===== src/icmpm_pkg.sv =====
// ============================================================================
// icmpm_pkg
// Shared types, constants and helpers of the ICMP echo reply matcher.
// ============================================================================
package icmpm_pkg;

    // Default width of the per-packet byte counter.
    localparam int COUNT_BITS_DEF = 16;

    // Packet layout constants.
    localparam int MIN_V4_LEN    = 20;
    localparam int MIN_V6_LEN    = 40;
    localparam int V6_OFFSET     = 40;
    localparam int ECHO_LEN      = 8;
    localparam int V4_REPLY_TYPE = 0;
    localparam int V6_REPLY_TYPE = 129;
    localparam int OFF_BITS      = 6;
    localparam int FIELD_BITS    = 48;

    localparam logic [3:0] IHL_MASK   = 4'hF;
    localparam logic [3:0] V4_VERSION = 4'd4;
    localparam logic [3:0] V6_VERSION = 4'd6;

    // Configuration register indexes.
    typedef enum logic [1:0] {
        CFG_FAMILY   = 2'd0,
        CFG_IDENT    = 2'd1,
        CFG_SEQUENCE = 2'd2
    } t_cfg_index;

    // Snapshot of the captured header state, with the current byte merged in.
    typedef struct packed {
        logic [7:0]            lead_byte;
        logic [OFF_BITS-1:0]   icmp_offset;
        logic [FIELD_BITS-1:0] bare_fields;
        logic [FIELD_BITS-1:0] header_fields;
    } t_icmp_view;

    // Place a byte at ICMP position rel into a field store laid out as
    // type[47:40], code[39:32], id[31:16], seq[15:0]. The checksum bytes
    // at positions 2 and 3 are not kept.
    function automatic logic [FIELD_BITS-1:0] put_field(
        input logic [FIELD_BITS-1:0] store,
        input logic [2:0]            rel,
        input logic [7:0]            data
    );
        logic [FIELD_BITS-1:0] result;
        result = store;
        case (rel)
            3'd0:    result[47:40] = data;
            3'd1:    result[39:32] = data;
            3'd4:    result[31:24] = data;
            3'd5:    result[23:16] = data;
            3'd6:    result[15:8]  = data;
            3'd7:    result[7:0]   = data;
            default: result = store;
        endcase
        return result;
    endfunction

endpackage


===== src/icmp_echo_reply_matcher.sv =====
// ============================================================================
// icmp_echo_reply_matcher
// Byte-stream ICMP echo reply matcher for IPv4 and IPv6 receive paths.
// ============================================================================
// Usage:
// Packet bytes enter on the input channel (i_in_valid / o_in_ready), one
// item per byte with i_end_of_packet set on the last byte. Each packet gives
// exactly one result item on the output channel (o_out_valid / i_out_ready),
// o_reply_matches, telling whether it is the expected echo reply.
// Configuration is written through its own channel (i_cfg_valid /
// o_cfg_ready, always ready); the user writes it only while no packet is in
// flight, which the block does not enforce. Throughput is one byte per cycle
// but for the final-byte stall below. A byte is held in an input register
// while the capture and compare logic works on it; a final byte's result
// goes on to a separate result register. While a result waits, non-final
// bytes keep flowing; only a final byte stalls, in the input register, until
// the waiting result is taken. Reset (synchronous, active low) clears the
// configuration, the byte counter, the captured fields and both stages.
// ============================================================================
module icmp_echo_reply_matcher #(
    parameter int COUNT_BITS = icmpm_pkg::COUNT_BITS_DEF
) (
    input  logic        i_clk,
    input  logic        i_rst_n,
    // Packet byte channel.
    input  logic        i_in_valid,
    output logic        o_in_ready,
    input  logic [7:0]  i_packet_byte,
    input  logic        i_end_of_packet,
    // Result channel.
    output logic        o_out_valid,
    input  logic        i_out_ready,
    output logic        o_reply_matches,
    // Configuration write channel.
    input  logic        i_cfg_valid,
    output logic        o_cfg_ready,
    input  logic [1:0]  i_cfg_index,
    input  logic [15:0] i_cfg_data
);
    import icmpm_pkg::*;

    // Configuration registers.
    logic        r_family;
    logic [15:0] r_ident;
    logic [15:0] r_sequence;

    // Input register stage.
    logic        r_in_valid;
    logic [7:0]  r_in_byte;
    logic        r_in_eop;

    // Result register stage.
    logic        r_out_valid;
    logic        r_out_match;

    logic                  w_out_free;
    logic                  w_stage_fire;
    logic [COUNT_BITS-1:0] w_pos;
    t_icmp_view            w_view;
    logic                  w_match;

    // A non-final byte always retires; a final byte needs the result slot.
    assign w_out_free   = !r_out_valid || i_out_ready;
    assign w_stage_fire = r_in_valid && (!r_in_eop || w_out_free);
    assign o_in_ready   = !r_in_valid || w_stage_fire;
    assign o_cfg_ready  = 1'b1;

    always_ff @(posedge i_clk) begin
        if (!i_rst_n) begin
            r_family   <= 1'b0;
            r_ident    <= '0;
            r_sequence <= '0;
        end else if (i_cfg_valid) begin
            unique case (i_cfg_index)
                CFG_FAMILY:   r_family   <= i_cfg_data[0];
                CFG_IDENT:    r_ident    <= i_cfg_data;
                CFG_SEQUENCE: r_sequence <= i_cfg_data;
                default:      r_family   <= r_family;
            endcase
        end
    end

    always_ff @(posedge i_clk) begin
        if (!i_rst_n) begin
            r_in_valid <= 1'b0;
        end else if (o_in_ready) begin
            r_in_valid <= i_in_valid;
        end
    end

    always_ff @(posedge i_clk) begin
        if (o_in_ready && i_in_valid) begin
            r_in_byte <= i_packet_byte;
            r_in_eop  <= i_end_of_packet;
        end
    end

    icmpm_capture #(
        .COUNT_BITS (COUNT_BITS)
    ) u_capture (
        .i_clk    (i_clk),
        .i_rst_n  (i_rst_n),
        .i_step   (w_stage_fire),
        .i_byte   (r_in_byte),
        .i_eop    (r_in_eop),
        .i_family (r_family),
        .o_pos    (w_pos),
        .o_view   (w_view)
    );

    icmpm_decide #(
        .COUNT_BITS (COUNT_BITS)
    ) u_decide (
        .i_pos      (w_pos),
        .i_view     (w_view),
        .i_family   (r_family),
        .i_ident    (r_ident),
        .i_sequence (r_sequence),
        .o_match    (w_match)
    );

    always_ff @(posedge i_clk) begin
        if (!i_rst_n) begin
            r_out_valid <= 1'b0;
        end else if (w_stage_fire && r_in_eop) begin
            r_out_valid <= 1'b1;
        end else if (i_out_ready) begin
            r_out_valid <= 1'b0;
        end
    end

    always_ff @(posedge i_clk) begin
        if (w_stage_fire && r_in_eop) begin
            r_out_match <= w_match;
        end
    end

    assign o_out_valid     = r_out_valid;
    assign o_reply_matches = r_out_match;

`ifndef SYNTHESIS
    // The last byte of a packet produces a result and restarts the counter.
    a_eop_result: assert property (@(posedge i_clk) disable iff (!i_rst_n)
        (w_stage_fire && r_in_eop) |=> (o_out_valid && w_pos == '0))
        else $error("last byte did not produce a result or clear the counter");

    // A final byte may not leave the input stage while a result is stalled.
    a_eop_stall: assert property (@(posedge i_clk) disable iff (!i_rst_n)
        (r_in_valid && r_in_eop && r_out_valid && !i_out_ready) |-> !o_in_ready)
        else $error("final byte overran a waiting result");

    // The byte counter holds at its maximum instead of wrapping.
    a_count_sat: assert property (@(posedge i_clk) disable iff (!i_rst_n)
        (w_stage_fire && !r_in_eop && w_pos == '1) |=> (w_pos == '1))
        else $error("byte counter wrapped");
`endif

endmodule


===== src/icmpm_capture.sv =====
// ============================================================================
// icmpm_capture
// Per-packet byte counter and capture of the ICMP echo header bytes.
// ============================================================================
module icmpm_capture #(
    parameter int COUNT_BITS = icmpm_pkg::COUNT_BITS_DEF
) (
    input  logic                   i_clk,
    input  logic                   i_rst_n,
    input  logic                   i_step,
    input  logic [7:0]             i_byte,
    input  logic                   i_eop,
    input  logic                   i_family,
    output logic [COUNT_BITS-1:0]  o_pos,
    output icmpm_pkg::t_icmp_view  o_view
);
    import icmpm_pkg::*;

    logic [COUNT_BITS-1:0] r_pos,  n_pos;
    logic [7:0]            r_lead, n_lead;
    logic [OFF_BITS-1:0]   r_off,  n_off;
    logic [FIELD_BITS-1:0] r_bare, n_bare;
    logic [FIELD_BITS-1:0] r_hdr,  n_hdr;
    logic [COUNT_BITS-1:0] w_rel;

    always_comb begin
        n_lead = r_lead;
        n_off  = r_off;
        // The first byte fixes the version nibble and where ICMP starts.
        if (r_pos == '0) begin
            n_lead = i_byte;
            n_off  = i_family ? OFF_BITS'(V6_OFFSET) : {i_byte[3:0] & IHL_MASK, 2'b00};
        end

        n_bare = r_bare;
        if (r_pos < COUNT_BITS'(ECHO_LEN)) begin
            n_bare = put_field(r_bare, r_pos[2:0], i_byte);
        end

        w_rel = r_pos - COUNT_BITS'(n_off);
        n_hdr = r_hdr;
        if (r_pos >= COUNT_BITS'(n_off) && w_rel < COUNT_BITS'(ECHO_LEN)) begin
            n_hdr = put_field(r_hdr, w_rel[2:0], i_byte);
        end

        // The counter saturates instead of wrapping.
        n_pos = (r_pos == '1) ? r_pos : r_pos + COUNT_BITS'(1);
    end

    always_ff @(posedge i_clk) begin
        if (!i_rst_n) begin
            r_pos  <= '0;
            r_lead <= '0;
            r_off  <= '0;
            r_bare <= '0;
            r_hdr  <= '0;
        end else if (i_step) begin
            if (i_eop) begin
                r_pos  <= '0;
                r_lead <= '0;
                r_off  <= '0;
                r_bare <= '0;
                r_hdr  <= '0;
            end else begin
                r_pos  <= n_pos;
                r_lead <= n_lead;
                r_off  <= n_off;
                r_bare <= n_bare;
                r_hdr  <= n_hdr;
            end
        end
    end

    assign o_pos                = r_pos;
    assign o_view.lead_byte     = n_lead;
    assign o_view.icmp_offset   = n_off;
    assign o_view.bare_fields   = n_bare;
    assign o_view.header_fields = n_hdr;

endmodule


===== src/icmpm_decide.sv =====
// ============================================================================
// icmpm_decide
// Judges on the last byte whether the packet is the expected echo reply.
// ============================================================================
module icmpm_decide #(
    parameter int COUNT_BITS = icmpm_pkg::COUNT_BITS_DEF
) (
    input  logic [COUNT_BITS-1:0]  i_pos,
    input  icmpm_pkg::t_icmp_view  i_view,
    input  logic                   i_family,
    input  logic [15:0]            i_ident,
    input  logic [15:0]            i_sequence,
    output logic                   o_match
);
    import icmpm_pkg::*;

    logic                  w_hdr;
    logic                  w_room;
    logic [7:0]            w_want_type;
    logic [FIELD_BITS-1:0] w_fields;

    // Lengths are compared as position of the last byte, one less than length.
    always_comb begin
        if (i_family) begin
            w_hdr = (i_pos >= COUNT_BITS'(MIN_V6_LEN - 1)) &&
                    (i_view.lead_byte[7:4] == V6_VERSION);
            w_want_type = 8'(V6_REPLY_TYPE);
        end else begin
            w_hdr = (i_pos >= COUNT_BITS'(MIN_V4_LEN - 1)) &&
                    (i_view.lead_byte[7:4] == V4_VERSION);
            w_want_type = 8'(V4_REPLY_TYPE);
        end

        if (w_hdr) begin
            w_room   = i_pos >= (COUNT_BITS'(i_view.icmp_offset) + COUNT_BITS'(ECHO_LEN - 1));
            w_fields = i_view.header_fields;
        end else begin
            w_room   = i_pos >= COUNT_BITS'(ECHO_LEN - 1);
            w_fields = i_view.bare_fields;
        end

        o_match = w_room &&
                  (w_fields[47:40] == w_want_type) &&
                  (w_fields[39:32] == 8'h00) &&
                  (w_fields[31:16] == i_ident) &&
                  (w_fields[15:0]  == i_sequence);
    end

endmodule


===== config.mk =====
export PLATFORM = sky130hd
export DESIGN_NAME = icmp_echo_reply_matcher
export DESIGN_NICKNAME = d
export VERILOG_FILES = /design/src/icmpm_pkg.sv /design/src/icmp_echo_reply_matcher.sv /design/src/icmpm_capture.sv /design/src/icmpm_decide.sv
export SDC_FILE = /design/constraint.sdc
export NUM_CORES = 1
export LEC_CHECK = 0
export BUFFER_PORTS_ARGS = -buffer_cell sky130_fd_sc_hd__buf_2
export CAP_MARGIN = 20
export CELL_PAD_IN_SITES_DETAIL_PLACEMENT = 0
export CELL_PAD_IN_SITES_GLOBAL_PLACEMENT = 2
export CORE_ASPECT_RATIO = 1.1
export CORE_MARGIN = 2
export CORE_UTILIZATION = 41
export DETAILED_ROUTE_END_ITERATION = 8
export PLACE_DENSITY = 0.87
export SLEW_MARGIN = 20
export SYNTH_ARGS = -nofsm -noshare
export SYNTH_HDL_FRONTEND = slang
export SYNTH_SLANG_ARGS = --single-unit

===== constraint.sdc =====
create_clock -name i_clk -period 11.8 [get_ports i_clk]
set_input_delay 2.95 -clock i_clk [delete_from_list [all_inputs] [get_ports i_clk]]
set_output_delay 2.95 -clock i_clk [all_outputs]
set_load 0.05 [all_outputs]

==> metrics.yaml <==
nets: 1188
fillers: 2245
critPathMaxFanout: 14
diodes: 0
synth_ff_type: "dfxtp_1"
cts_tree: "done"
top_usage_layer: "met2"
cts_root_buffer: "clkbuf_16"
drt-pass1-iter-count: 5
ys_ff_latch: 167
clock.fmax_ghz: 0.143
hp-class: "register to register"
crit_path_max_incr_delay_ns: 0.68
antenna_found_initial: 0
start_util_pct: 41.7
syn_inst: 1141
finalHoldViolCount: 0
drive_gt1_share_pct: 8.17
cts_hold_buf: 0
synth_edf_count: 10
synth.most_common_cell: "nand2_1"
area_growth_pct: 10.4
dp_slack_ns: 4.86
drv_cap: 0
ios: 36
drt_iter0_drc: 608
synth-seq-area-share_pct: 37.5
peakVddDrop_mv: 0.0986
finalPower_mw: 1.27
routedWlPerCell_um: 21.0
p_leak_nw: 3.62
setup_viol: 0
grt_pass1_vias: 7993
die_area_mm2: 0.0236
met1_usage_pct: 34.2
grt-ovfl-total: 0
ctsHtreeMaxLevel: 4
ys_warn_count: 0
netlist_area_mm2: 0.00919
final.min_clock_period_ns: 7.01
yosys-top-cells-area: "dfxtp_1, nand2_1, o21ai_0"
yosysTopAreaCellShare_pct: 34.2
worstSetupPathType: "register to register"
port_buffers: 34
drcViolationCount: 0
clock_latency_ns: 0.44
finClkSkew_ns: 0.0187
drtAntennaViolNets: 0
synthTopCellsByCount: "nand2_1, dfxtp_1, o21ai_0"
p_per_area_mw_per_mm2: 125
clk_pin_slew_ns: 0.07
die_h_um: 161
critPathLaunchType: "register"
finalCritPeriodShare_pct: 59.4
postCtsResizedCells: 0
rows: 57
setup_tns_ns: 0
cpMaxStageDelayCell: "and4_1"
place.gp.congestion: 0.913
core_mm2: 0.0220
grt_use_met3_pct: 3.45
grt_max_degree: 82
grt_pass1_wl_mm: 47.1
layout_setup_ws_ns: 4.79
post_cts_buffers: 0
synthesis.nets: 1192
worstMarginPinSlew_ns: 0.961
syn_area_per_cell_um2: 8.05
grt_util_all_layers_pct: 26.0
async_flop_share_pct: 0
path_cells: "inv_1, ha_1, nor3b_1, and4_1, nor2_1, a21oi_1, inv_1, ha_1, nor2b_1, or2_2, a221oi_1, nor3_1, or4_1, or3_1, nor4_4, mux2i_1, or4_1, a21oi_1, nand4_1, a2111oi_0, and4_1"
yosysTopAreaCell: "dfxtp_1"
status: "finished clean"
numCtsBuffers: 17
grt_setup_unrepaired: "no"
cp.required_ns: 12.10
wl_mm: 30.4
grtUsageMet2_pct: 43.6
worst-endpoint-arrival_ns: 7.30
synth.distinct_cells: 77
cts_buffer_depth: 2
end_kind: "register"
viasPerCell: 5.80
num_vias: 8382
cts_sinks: 167
die_w_um: 147
maxSlewViolCount: 0
relSlewSlack_pct: 35.7
dp.final_hpwl_mm: 21.8
[worst max-delay path, delay by kind of cell (launching register included)]
kind	cells	cell delay, ns
mux	1	0.14
fa+ha+maj	2	0.75
simple gates	12	4.21
compound gates	4	1.08
buf+inv	2	0.31
flops	1	0.38
[metrics by stage]
| stage | hold WS (ns) | cells | util [%] | area (µm²) |
|---|---|---|---|---|
| floorplan | 0.439 | 1141 | - | 9190 |
| global placement | 0.453 | 1413 | 43.3 | 9550 |
| detailed placement | 0.459 | 1413 | 43.3 | 9550 |
| CTS | 0.469 | 1445 | 46.0 | 10100 |
| global route | 0.497 | 1445 | 46.0 | 10100 |
| finish | 0.463 | 1445 | 46.0 | 10100 |
[flip-flops by register name, indices dropped and copies added, names as in the netlist, 4 cells and up]
signal and flops:
r_ident 16, r_in_byte 8, r_sequence 16, u_capture.o_pos 16, u_capture.r_bare 48, u_capture.r_hdr 48
u_capture.r_lead 4, u_capture.r_off 6
[layout by cell type, fill, tap and decap left out, types with 17 or more instances in the layout]
cell       Yosys  routed
nor3_1        32      32
nand3_1       23      23
or3_1         18      18
inv_1         24      24
nor2_1        76      75
a21boi_0      44      44
nand2_1      164     164
buf_2          1      33
nor4_1        18      18
a21oi_1       28      28
a22oi_1       48      48
nor2b_1       63      63
o21ai_0       81      81
clkbuf_16      0      17
dfxtp_1      157     157
ha_1          18      18
and2_1        50      50
xnor2_1       23      23
[metal layers]
metal / part of all wire, % / vias up
li1: - / 4028
met1: 43 / 3965
met2: 48 / 327
met3: 5.2 / 62
met4: 3.5 / 0
met5: 0 / -
[where the power goes]
| group | switching [mW] | leakage (nW) | total (mW) | internal, mW |
|---|---|---|---|---|
| logic | 0.0679 | 1.96 | 0.102 | 0.0342 |
| registers | 0.0126 | 1.37 | 0.590 | 0.577 |
| clock network | 0.257 | 0.293 | 0.575 | 0.318 |
| total | 0.338 | 3.62 | 1.27 | 0.929 |
[worst paths after layout]
kind	from	to	slack [ns]	cells after the start
worst max-delay path	u_capture.o_pos[1]	o_reply_matches	4.79	21
worst min-delay path	u_capture.r_lead[6]	u_capture.r_lead[6]	0.46	2
worst max register to register	u_capture.o_pos[1]	o_reply_matches	4.79	21
worst min register to register	u_capture.r_lead[6]	u_capture.r_lead[6]	0.46	2
[area by class of cell]
class	count	area, µm²	share of cell area, %
Inverter	24	90.1	0.888
Timing Repair Buffer	44	248	2.44
Clock inverter	15	168	1.65
Clock buffer	17	425	4.19
Multi-Input combinational cell	883	5400	53.2
Tap cell	295	369	3.64
Sequential cell	167	3440	33.9
[logic make-up after synthesis]
logic type,share of synthesized area (%)
AOI/OAI and AO/OA,21.0
xor gates and xnor gates,3.62
adders and majority gates,2.67
buffers and inverters,3.93
DFF,37.5
muxes,2.26
other,0.0408
and+or+nand+nor,29.0
(Power assumes the default switching activity.)
